## src/rtl/sqd_pkg.sv

```systemverilog
`default_nettype none

package sqd_pkg;

    // table depth and address width
    localparam int DIM_MAX = 1024;
    localparam int ADDR_W  = (DIM_MAX > 1) ? $clog2(DIM_MAX) : 1;

    // queue between front and back
    localparam int FIFO_DEPTH = 4;
    localparam int FIFO_AW    = $clog2(FIFO_DEPTH);

    // configuration register indexes
    localparam logic REG_METRIC    = 1'b0;
    localparam logic REG_DIMENSION = 1'b1;

    // command codes
    localparam logic [2:0] CMD_LOAD_STEP  = 3'd0;
    localparam logic [2:0] CMD_LOAD_QUERY = 3'd1;
    localparam logic [2:0] CMD_ENCODE     = 3'd2;
    localparam logic [2:0] CMD_DECODE     = 3'd3;
    localparam logic [2:0] CMD_DISTANCE   = 3'd4;

    // result kinds
    localparam logic [1:0] KIND_ENCODE   = 2'd0;
    localparam logic [1:0] KIND_DECODE   = 2'd1;
    localparam logic [1:0] KIND_DISTANCE = 2'd2;

    // metric codes
    localparam logic [1:0] METRIC_COSINE = 2'd0;
    localparam logic [1:0] METRIC_DOT    = 2'd1;
    localparam logic [1:0] METRIC_EUCLID = 2'd2;

    // operation handed from front to back
    typedef enum logic [1:0] {
        OP_LOAD_ERR,
        OP_ENCODE,
        OP_DECODE,
        OP_DISTANCE
    } op_t;

    typedef struct packed {
        op_t         op;
        logic        ok;
        logic        last;
        logic [7:0]  code;
        logic [31:0] sample;
        logic [31:0] offset;
        logic [31:0] step;
        logic [31:0] query;
    } work_t;

endpackage

`default_nettype wire

```

## src/rtl/sqd_fifo.sv

```systemverilog
`default_nettype none

module sqd_fifo (
    input  wire logic                        clk,
    input  wire logic                        rst_n,
    input  wire logic                        wr_en,
    input  wire sqd_pkg::work_t              wr_data,
    input  wire logic                        rd_en,
    output sqd_pkg::work_t                   rd_data,
    output logic                             empty,
    output logic [sqd_pkg::FIFO_AW:0]        level
);

    sqd_pkg::work_t                 entry_reg [sqd_pkg::FIFO_DEPTH];
    logic [sqd_pkg::FIFO_AW-1:0]    wr_ptr_reg;
    logic [sqd_pkg::FIFO_AW-1:0]    rd_ptr_reg;
    logic [sqd_pkg::FIFO_AW:0]      count_reg;

    // storage
    always_ff @(posedge clk)
    begin
        if (wr_en)
        begin
            entry_reg[wr_ptr_reg] <= wr_data;
        end
    end

    // pointers and fill level
    always_ff @(posedge clk or negedge rst_n)
    begin
        if (!rst_n)
        begin
            wr_ptr_reg <= '0;
            rd_ptr_reg <= '0;
            count_reg  <= '0;
        end
        else
        begin
            if (wr_en)
            begin
                wr_ptr_reg <= wr_ptr_reg + 1'b1;
            end
            if (rd_en)
            begin
                rd_ptr_reg <= rd_ptr_reg + 1'b1;
            end
            if (wr_en && !rd_en)
            begin
                count_reg <= count_reg + 1'b1;
            end
            else if (rd_en && !wr_en)
            begin
                count_reg <= count_reg - 1'b1;
            end
        end
    end

    assign rd_data = entry_reg[rd_ptr_reg];
    assign empty   = (count_reg == '0);
    assign level   = count_reg;

endmodule

`default_nettype wire

```

## config.mk

```make
export PLATFORM = sky130hd
export DESIGN_NAME = sqd_fifo
export DESIGN_NICKNAME = d
export VERILOG_FILES = /design/src/rtl/sqd_pkg.sv /design/src/rtl/sqd_fifo.sv
export SDC_FILE = /design/constraint.sdc
export NUM_CORES = 1
export LEC_CHECK = 0
export BUFFER_PORTS_ARGS = -buffer_cell sky130_fd_sc_hd__buf_2
export CAP_MARGIN = 5
export CORE_AREA = 2 2 204 206
export DETAILED_ROUTE_END_ITERATION = 10
export DIE_AREA = 0 0 206 208
export PLACE_DENSITY = 0.72
export SLEW_MARGIN = 40
export SYNTH_ARGS = -nofsm -noshare
export SYNTH_HDL_FRONTEND = slang
export SYNTH_SLANG_ARGS = --single-unit
```

## constraint.sdc

```tcl
create_clock -name clk -period 8 [get_ports clk]
set_input_delay 0.8 -clock clk [delete_from_list [all_inputs] [get_ports clk]]
set_output_delay 0.8 -clock clk [all_outputs]
set_load 0.01 [all_outputs]
```

==> results.md, run 1 <==
- Setup bufs post-CTS: 0
- CP arrival: 2820 ps
- Cts hold-fix bufs: 0
- Slew headroom: 0.479
- Starting density of the core: 0.507
- Net Sw Power: 2550 µW
- Fin cells: 1667
- Die height: 208 µm
- Row cnt: 74
- Layout Skew: 10.6 ps
- PnR worst setup slack: 4380 ps
- Slowest stage delay, CP: 780 ps
- Nets: 1241
- Hold WC Path Type: in2async
- CP Capture Type: primary output
- Outcome: finished, final reports clean
- Vias in the first global route: 9524
- First-pass GRT wire length: about 58000 µm
- All-layer global routing usage: 0.180
- CTS tree: yes
- Clk_lat worst skew: 580 ps
- GPL Wtd Cong: 0.743
- Unique masters post-synth: 17
- CTS buffer count: 54
- Core Box Area: about 41000 µm²
- Number of flip-flops in the largest register: 560
- Part of the power in the clock network: 0.267
- Worst setup SP type: flop
- Worst path cell trace: buf_12 -> mux4_2 -> buf_2
- Seq/Total Area, Yosys: 0.826
- DRC viols: 0
- Die area: 42800 µm²
- Clock buffer depth: 3
- FILL cells: 2868
- Maximum clock rate: ~0.28 GHz
- Share of cells above drive strength 1: 0.463
- Endpoints failing setup: 0
- Via density: 5.46
- Area Growth Syn to Fin: 18.3%
- Input/output buffers: roughly 290
- Initial antenna violation count: 4
- Internal power: 6400 µW
- IO Pins: approximately 290
- Post-Route WL: 38100 µm
- Slew Limit Fails: 0
- Remaining Overflow, GRT: 0
- Netlist Area Pre-Place: 20600 µm²
- Flop pwr share: 0.454
- Max VDD drop: approximately 0.00024 V
- CP Class: reg2out
- Pre-Repair DR Iteration Count: 4
- DRT iter0 DRCs: 536
- Power Density: 368 nW/µm²
- Synth Register Bits: 567
- Net Sw Frac: 0.285
- Min Tclk post-route: 3620 ps
- CP Buf/Inv Count: 2
- Clock sink total: 567
- Clock transition at path regs: 60 ps
- Final period utilization: 0.453
- Post-Syn Nets: 915
- Routed via count: between 9000 and 10000
- Routed WL per cell: between 20 and 25 µm
- Comb power frac: 0.279
- Synth Instances: 765
- Pre-CTS WS: about 4900 ps
- Post-detail-place hpwl: about 23000 µm
- Total negative slack: 0 ps
- Worst Path Required: 7200 ps
- Measured slew at the worst slew-check pin: between 700 and 800 ps
- Leakage: around 0.0083 µW
- Delay-heaviest family, CP: flip-flops
- Die Wd: 206 µm
- Clock root cell: clkbuf_16
- Critical path fanouts, max: 72
- H-tree depth: 2
- Ys Warns: 0
- Post-route ant nets: 0
- Largest net degree at the start of global routing: 73
- Post-cts gate resize count: 0
- MaxCap Viol Count: 0
- Unrepaired setup endpoints after global routing: false
- Mapped Avg Cell Area: 26.9 µm²
- Fin. Hold Viols: 0
- CP max-delay cell: dfrtp_4
- Placed Instances: 1566
[cells in the final DEF (no fill, tap or decap), drive strengths merged, types with 3 or more instances in the layout]
cell type,count
bufinv,3
dfrtp,7
xor2,4
edfxtp,560
clkbuf,72
and2,4
inv,6
ha,5
clkinv,18
diode,3
mux4,140
buf,302
[per-stage QoR]
step / cell area (µm²) / util / power, µW / hold WS [ps]
3_5_place_dp: 22600 / 0.558 / 6700 / 486
5_1_grt: 24300 / 0.600 / 9370 / 38.6
3_3_place_gp: 22600 / 0.557 / 6650 / 480
4_1_cts: 24300 / 0.599 / 9110 / 7.11
2_1_floorplan: 20600 / - / 5790 / 491
6_report: 24300 / 0.600 / 8950 / 55.1
[layout make-up]
type,count,area [µm²],share of cell area
Timing Repair Buffer,302,1630,0.0668
Tap cell,532,666,0.0274
Inverter,4,15.0,0.000617
Clock inverter,25,208,0.00853
Clock buffer,72,1460,0.0600
Multi-Input combinational cell,162,3360,0.138
Sequential cell,567,17000,0.699
Antenna cell,3,7.51,0.000308
[synth_stat cells (all sizes together)]
library cell / n / area share
and2: 4 / 0.0012
xnor2: 2 / 0.00085
nand2: 2 / 0.00037
nor2: 1 / 0.00018
xor2: 4 / 0.0017
clkbuf: 5 / 0.00091
o21ai: 1 / 0.00024
buf: 27 / 0.0096
nor3: 1 / 0.00024
edfxtp: 560 / 0.82
inv: 4 / 0.00073
ha: 5 / 0.0030
mux2: 1 / 0.00055
mux4: 140 / 0.15
dfrtp: 7 / 0.0085
fa: 1 / 0.00097
[path summary, 6_finish.rpt]
check / startpoint / to / slack (ps) / cells past startpoint
min reg2reg: level[2] / level[2] / 500 / 1
max: rd_ptr_reg[0] / rd_data[54] / 4380 / 3
min: rst_n / level[1] / 60 / 1
max in group asynchronous: rst_n / rd_ptr_reg[0] / 7750 / 1
max reg2reg: wr_ptr_reg[0] / entry_reg[3][55] / 5890 / 3
min in group clk: wr_data[8] / entry_reg[1][8] / 420 / 1
[kinds of logic after synthesis]
group | count (synthesis) | synth area share
buffers and inverters | 36 | 0.0113
multiplexers | 141 | 0.154
AND/OR/NAND/NOR | 8 | 0.00201
AO/OA/AOI/OAI | 1 | 0.000243
XOR/XNOR | 6 | 0.00255
adder cells (fa/ha/maj) | 6 | 0.00401
flip-flops | 567 | 0.826
[power groups by stage]
stage,Combinational [µW],Clock [µW],Sequential [µW]
floorplan,1690,0,4100
global placement,2500,0,4140
detailed placement,2560,0,4140
CTS,2570,2460,4080
global route,2700,2560,4120
finish,2500,2390,4060
[worst register-to-register path, cell delays in order (launching register included)]
cell and delay, ps:
dfrtp_1 410, ha_1 180, and2_4 410, buf_4 680
[per-layer routing]
| layer | wire, µm | GRT usage |
|---|---|---|
| met1 | 16200 | 0.258 |
| met2 | 18600 | 0.282 |
| met3 | 2570 | 0.0420 |
| met4 | 652 | 0.0522 |
| met5 | 51 | 0 |
Power figures use the tool's default switching activity.
==> inputs of run 2 (changes only) <==
--- a/config.mk
+++ b/config.mk
@@ -5,12 +5,13 @@
 export SDC_FILE = /design/constraint.sdc
 export NUM_CORES = 1
 export LEC_CHECK = 0
+export ABC_AREA = 1
 export BUFFER_PORTS_ARGS = -buffer_cell sky130_fd_sc_hd__buf_2
 export CAP_MARGIN = 5
-export CORE_AREA = 2 2 204 206
+export CORE_AREA = 2 2 217 219
 export DETAILED_ROUTE_END_ITERATION = 10
-export DIE_AREA = 0 0 206 208
-export PLACE_DENSITY = 0.72
+export DIE_AREA = 0 0 219 221
+export PLACE_DENSITY = 0.74
 export SLEW_MARGIN = 40
 export SYNTH_ARGS = -nofsm -noshare
 export SYNTH_HDL_FRONTEND = slang
==> constraint.sdc (replaced) <==
create_clock -name clk -period 3 [get_ports clk]
set_input_delay 0.3 -clock clk [delete_from_list [all_inputs] [get_ports clk]]
set_output_delay 0.3 -clock clk [all_outputs]
set_load 0.01 [all_outputs]
==> results.md, run 2 <==
- Top cell type's share of synthesized area: 0.722 (-0.0955)
- Endpoints failing setup: 0 (unchanged)
- Leakage: 0.0114 µW (+38%)
- GPL Wtd Cong: 0.804 (+8.1%)
- Internal power: 17400 µW (+170%)
- Synth Register Bits: 567 (unchanged)
- MaxCap Viol Count: 0 (unchanged)
- Min Tclk post-route: 2700 ps
- CTS buffer count: 55 (+1.9%)
- Remaining Overflow, GRT: 0 (unchanged)
- Post-Route WL: 47700 µm (+25%)
- Unique masters post-synth: 19 (+2)
- Flop pwr share: 0.402 (-0.052)
- Clock buffer depth: 3 (unchanged)
- Unrepaired setup endpoints after global routing: false
- Power Density: 951 nW/µm² (+160%)
- Critical path fanouts, max: 47 (-35%)
- FILL cells: 3355 (+17%)
- Hold WS: 47.5 ps (-7.59 ps)
- Comb power frac: 0.361 (+0.082)
- Slew headroom: 0.455 (-0.0241)
- Nets: 2252 (+81%)
- Fin. Hold Viols: 0 (unchanged)
- Die Wd: 219 µm (+6.3%)
- Multi-input logic area: 4580 µm² (+36%)
- Routed WL per cell: 17.3 µm (-24%)
- Dpl cell area: 25300 µm² (+12%)
- Vias in the first global route: 14192 (+49%)
- Via density: 5.07 (-7.1%)
- Die area: 48400 µm² (+13%)
- Most frequent cells in the layout: edfxtp_1, nand2_1, buf_2
- Measured slew at the worst slew-check pin: 817 ps (+36.1 ps)
- Largest net degree at the start of global routing: 141 (+93%)
- IO Pins: 288 (unchanged)
- Post-synth top cells: edfxtp_1, nand2_1, inv_1
- Netlist Area Pre-Place: 23300 µm² (+13%)
- Number of flip-flops in the largest register: 560 (unchanged)
- DRC viols: 0 (unchanged)
- CP Class: reg2out
- Die height: 221 µm (+6.3%)
- H-tree depth: 2 (unchanged)
- Launch point of the worst reg-to-reg path: wr_ptr_reg[0]
- Routed via count: 13979 (+54%)
- Core Box Area: 46100 µm² (+14%)
- Final period utilization: 0.901
- Sequential cell area: 17000 µm² (unchanged)
- Clock root cell: clkbuf_16
- Hold WC Path Type: in2reg
- Outcome: finished, final reports clean
- Synth top area cells: edfxtp_1, o211ai_2, nand2_1, inv_1, o211ai_1
- Maximum clock rate: around 0.37 GHz
- Net Sw Power: 9620 µW (+280%)
- Pre-Repair DR Iteration Count: 6 (+2)
- Synth Instances: 1681 (+120%)
- CP arrival: 2400 ps (-420 ps)
- Initial antenna violation count: 6 (+2)
- Count leader, synth: edfxtp_1
- Crit path to: rd_data[54]
- Post-layout util: 0.617 (+0.0165)
- Clock sink total: 567 (unchanged)
- Share of cells above drive strength 1: 0.255 (-0.208)
- Starting density of the core: 0.506 (-0.00157)
- Reg2reg end: entry_reg[2][20]
- CP Capture Type: primary output
- Most common cell after layout, fill and taps aside: edfxtp_1
- All-layer global routing usage: 0.197 (+0.0168)
- Post-Syn Nets: 1831 (+100%)
- CTS tree: yes
- Mapped Avg Cell Area: 13.9 µm² (-48%)
- Post-route ant nets: 0 (unchanged)
- Post-synth top flop: edfxtp_1
- Post-route cell area: 28400 µm² (+17%)
- Worst setup SP type: flop
- Post-detail-place hpwl: 26600 µm (+17%)
- DRT iter0 DRCs: 845 (+58%)
- Row cnt: 79 (+6.8%)
- Area Growth Syn to Fin: 22.0%
- Total power: 27000 µW (+200%)
- Max VDD drop: 0.000634 V (+160%)
- Critical path origin: rd_ptr_reg[0]
- Input/output buffers: 287 (unchanged)
- Clk_lat worst skew: 590 ps (about the same)
- Net Sw Frac: 0.356 (+0.0713)
- Slew Limit Fails: 0 (unchanged)
- Worst Path Required: 2700 ps (-4500 ps)
- Async set-reset flop share out of synthesis: 0.0123 (unchanged)
- Layout Skew: 15.2 ps (+4.57 ps)
- First-pass GRT wire length: 74600 µm (+29%)
- Clock transition at path regs: 60 ps (about the same)
- Slack of the worst reg-to-reg path: 1020 ps (-4870 ps)
- Worst-case reg-to-reg path depth: 5 (+2)
- Seq/Total Area, Yosys: 0.730 (-0.0965)
- Part of the power in the clock network: 0.236 (-0.031)
- Post-synth EDFFs: 560 (unchanged)
- Setup bufs post-CTS: 0 (unchanged)
- Cell taking the most area after synthesis: edfxtp_1
- Ys Warns: 0 (unchanged)
-- run 2: metal layers --
layer | part of all wire | up-vias | global-route usage
met5 | 0 | - | 0
met4 | 0.024 | 0 | 0.0667
met3 | 0.062 | 84 | 0.0478
met2 | 0.51 | 360 | 0.348
met1 | 0.40 | 6823 | 0.235
li1 | - | 6712 | -
-- run 2: worst min path at each step --
| stage | start | to | slack (ps) | cells past startpoint |
|---|---|---|---|---|
| 2_1_floorplan | rst_n | level[0] | 4 | 0 |
| 3_3_place_gp | rst_n | level[0] | 140 | 1 |
| 3_5_place_dp | rst_n | level[1] | 140 | 1 |
| 4_1_cts | wr_en | wr_ptr_reg[0] | 3 | 2 |
| 5_1_grt | wr_en | wr_ptr_reg[0] | 50 | 2 |
| 6_report | wr_en | wr_ptr_reg[0] | 50 | 2 |
-- run 2: worst max-delay path: stages (launching register included) --
cell and delay [ps]:
dfrtp_4 780, buf_4 540, nand2_1 160, o211ai_2 90
nand2_1 70, buf_2 140
-- run 2: final cells by class --
class,count,area share
antenna,6,0.000529
tap,607,0.0267
clock inverter,29,0.00665
multi-input combinational,727,0.161
inverter,292,0.0394
sequential,567,0.599
timing repair buffer,459,0.115
clock buffer,69,0.0518
-- run 2: stage by stage --
stage          setup TNS, ps  std cells  setup WS [ps]
2_1_floorplan         -77490       1681           -148
3_3_place_gp               0       2510            943
3_5_place_dp               0       2510            911
4_1_cts                    0       2750            265
5_1_grt                    0       2756            136
6_report                   0       2756            297
-- run 2: what timing repair did --
action / in CTS / in global routing
hold endpoints to repair: 569 / 0
gates resized for setup: 0 / 0
hold buffers: 142 / 0
-- run 2: kinds of logic after synthesis --
logic type                 count (synthesis)  share of synthesized area
adders and majority gates                  6                    0.00355
xor gates and xnor gates                   4                    0.00150
buffers and inverters                    387                     0.0746
and+or+nand+nor                          436                     0.0705
AOI/OAI and AO/OA                        281                      0.120
DFF                                      567                      0.730
-- run 2: power by group through the flow --
stage               Combinational (µW)  Clock [µW]  Sequential, µW
floorplan                         6600           0           10900
global route                     10700        6810           11000
global placement                  9480           0           11000
CTS                               9880        6550           10900
detailed placement                9680           0           11000
finish                            9760        6380           10900
==> inputs of run 3 (changes only) <==
--- a/config.mk
+++ b/config.mk
@@ -8,10 +8,12 @@
 export ABC_AREA = 1
 export BUFFER_PORTS_ARGS = -buffer_cell sky130_fd_sc_hd__buf_2
 export CAP_MARGIN = 5
-export CORE_AREA = 2 2 217 219
+export CORE_AREA = 2 2 215 217
+export CTS_BUF_LIST = sky130_fd_sc_hd__clkbuf_16
 export DETAILED_ROUTE_END_ITERATION = 10
-export DIE_AREA = 0 0 219 221
-export PLACE_DENSITY = 0.74
+export DIE_AREA = 0 0 217 219
+export PLACE_DENSITY = 0.75
+export REMOVE_ABC_BUFFERS = 1
 export SLEW_MARGIN = 40
 export SYNTH_ARGS = -nofsm -noshare
 export SYNTH_HDL_FRONTEND = slang
==> results.md, run 3 (synthesis results as in run 2) <==
- H-tree depth: 2 (unchanged)
- Dpl cell area: 25400 µm² (+0.27%)
- Vias in the first global route: 14181 (-0.078%)
- Outcome: finished, final reports clean
- First-pass GRT wire length: 75800 µm (+1.6%)
- MaxCap Viol Count: 0 (unchanged)
- Clock root cell: clkbuf_16
- Setup bufs post-CTS: 0 (unchanged)
- Initial antenna violation count: 2 (-4)
- Flop pwr share: 0.393 (-0.009)
- Cts hold-fix bufs: 143 (+0.70%)
- Launch point of the worst reg-to-reg path: wr_ptr_reg[1]
- Remaining Overflow, GRT: 0 (unchanged)
- Endpoints failing setup: 0 (unchanged)
- Clock transition at path regs: 60 ps (about the same)
- Power Density: 962 nW/µm² (+1.2%)
- Post-cts gate resize count: 0 (unchanged)
- Share of cells above drive strength 1: 0.254 (-0.00118)
- Die height: 219 µm (-0.90%)
- CP Capture Type: primary output
- Final period utilization: 0.895 (-0.00572)
- Via density: 5.12 (+1.0%)
- Placed Instances: 2510 (unchanged)
- Measured slew at the worst slew-check pin: 756 ps (-61.1 ps)
- Leakage: 0.0116 µW (+1.7%)
- DRT iter0 DRCs: 924 (+9.3%)
- Clock sink total: 567 (unchanged)
- Post-detail-place hpwl: 27900 µm (+5.3%)
- Net Sw Power: 9760 µW (+1.5%)
- CTS tree: yes
- Comb power frac: 0.361 (about the same)
- Area Growth Syn to Fin: 22.7%
- Fin. Hold Viols: 0 (unchanged)
- Clk_lat worst skew: 590 ps (about the same)
- Total power: 27500 µW (+1.9%)
- Pre-Repair DR Iteration Count: 5 (-1)
- All-layer global routing usage: 0.204 (+0.00722)
- Core Box Area: 45100 µm² (-2.1%)
- CTS buffer count: 55 (unchanged)
- Min Tclk post-route: 2690 ps (-17.2 ps)
- Maximum clock rate: 0.372 GHz (+0.64%)
- Clock buffer depth: 3 (unchanged)
- Total negative slack: 0 ps (unchanged)
- Unrepaired setup endpoints after global routing: false
- Starting density of the core: 0.517 (+0.0109)
- Nets: 2260 (+0.36%)
- Worst setup SP type: flop
- Input/output buffers: 287 (unchanged)
- Slew Limit Fails: 0 (unchanged)
- Number of flip-flops in the largest register: 560 (unchanged)
- DRC viols: 0 (unchanged)
- Die area: 47500 µm² (-1.8%)
- Internal power: 17700 µW (+2.1%)
- Most frequent cells in the layout: edfxtp_1, nand2_1, inv_1
- Worst Path Required: 2700 ps (about the same)
- Post-route cell area: 28600 µm² (+0.63%)
- Max VDD drop: 0.000593 V (-6.5%)
- Part of the power in the clock network: 0.246 (+0.010)
- CP Class: reg2out
- Post-layout util: 0.634 (+0.0173)
- Reg2reg end: entry_reg[0][3]
- Slew headroom: 0.496 (+0.0407)
- Layout Skew: 14.7 ps (-0.498 ps)
- Die Wd: 217 µm (-0.91%)
- Most common cell after layout, fill and taps aside: edfxtp_1
- Post-route ant nets: 0 (unchanged)
- Routed via count: 14113 (+0.96%)
- Row cnt: 78 (-1.3%)
- Fin cells: 2755 (-0.036%)
- CP arrival: 2390 ps (about the same)
- GPL Wtd Cong: 0.756 (-6.0%)
- Hold WC Path Type: in2async
- Largest net degree at the start of global routing: 141 (unchanged)
- Post-Route WL: 48900 µm (+2.6%)
- Critical path fanouts, max: 57 (+21%)
- Slack of the worst reg-to-reg path: 1030 ps (about the same)
- IO Pins: 288 (unchanged)
- Net Sw Frac: 0.355 (-0.00128)
- Worst-case reg-to-reg path depth: 5 (unchanged)
- Routed WL per cell: 17.8 µm (+2.6%)
-- run 3: layout make-up --
| class | instances | area (µm²) |
|---|---|---|
| diodes | 2 | 5.00 |
| clock buffers | 57 | 1430 |
| clock inverters | 43 | 345 |
| fillers | 3167 | 16500 |
| inverters | 292 | 1120 |
| multi-input cells | 727 | 4560 |
| flip-flops and latches | 567 | 17000 |
| well taps | 600 | 751 |
| repair buffers | 467 | 3370 |
-- run 3: power by group through the flow --
stage,combinational [µW],sequential [µW],clock (µW)
floorplan,4080,11400,0
global placement,9580,10900,0
detailed placement,9790,11000,0
CTS,9990,10800,6870
global route,10900,10900,7200
finish,9930,10800,6760
-- run 3: how the worst max path moves through the flow --
stage / startpoint / endpoint / cells past startpoint
detailed placement: rd_ptr_reg[0] / rd_data[34] / 5
CTS: rd_ptr_reg[0] / rd_data[34] / 5
finish: rd_ptr_reg[0] / rd_data[124] / 5
global placement: rd_ptr_reg[0] / rd_data[83] / 5
floorplan: rd_ptr_reg[0] / rd_data[0] / 2
global route: rd_ptr_reg[0] / rd_data[124] / 5
-- run 3: worst max-delay path: stages, from the launching register on --
cell and delay, ps:
dfrtp_4 640, buf_4 610, nand2_1 170, o211ai_2 100, nand2_1 90, buf_2 150
-- run 3: metrics by stage --
step / hold WS, ps / setup slack, ps
CTS: 45.6 / 294
floorplan: 4.41 / -8700
detailed placement: 155 / 947
global route: 137 / 162
global placement: 152 / 1030
finish: 158 / 314
-- run 3: per-layer routing --
| layer | GRT usage | part of all wire |
|---|---|---|
| met1 | 0.268 | 0.42 |
| met2 | 0.348 | 0.50 |
| met3 | 0.0430 | 0.061 |
| met4 | 0.0564 | 0.021 |
| met5 | 0 | 0 |
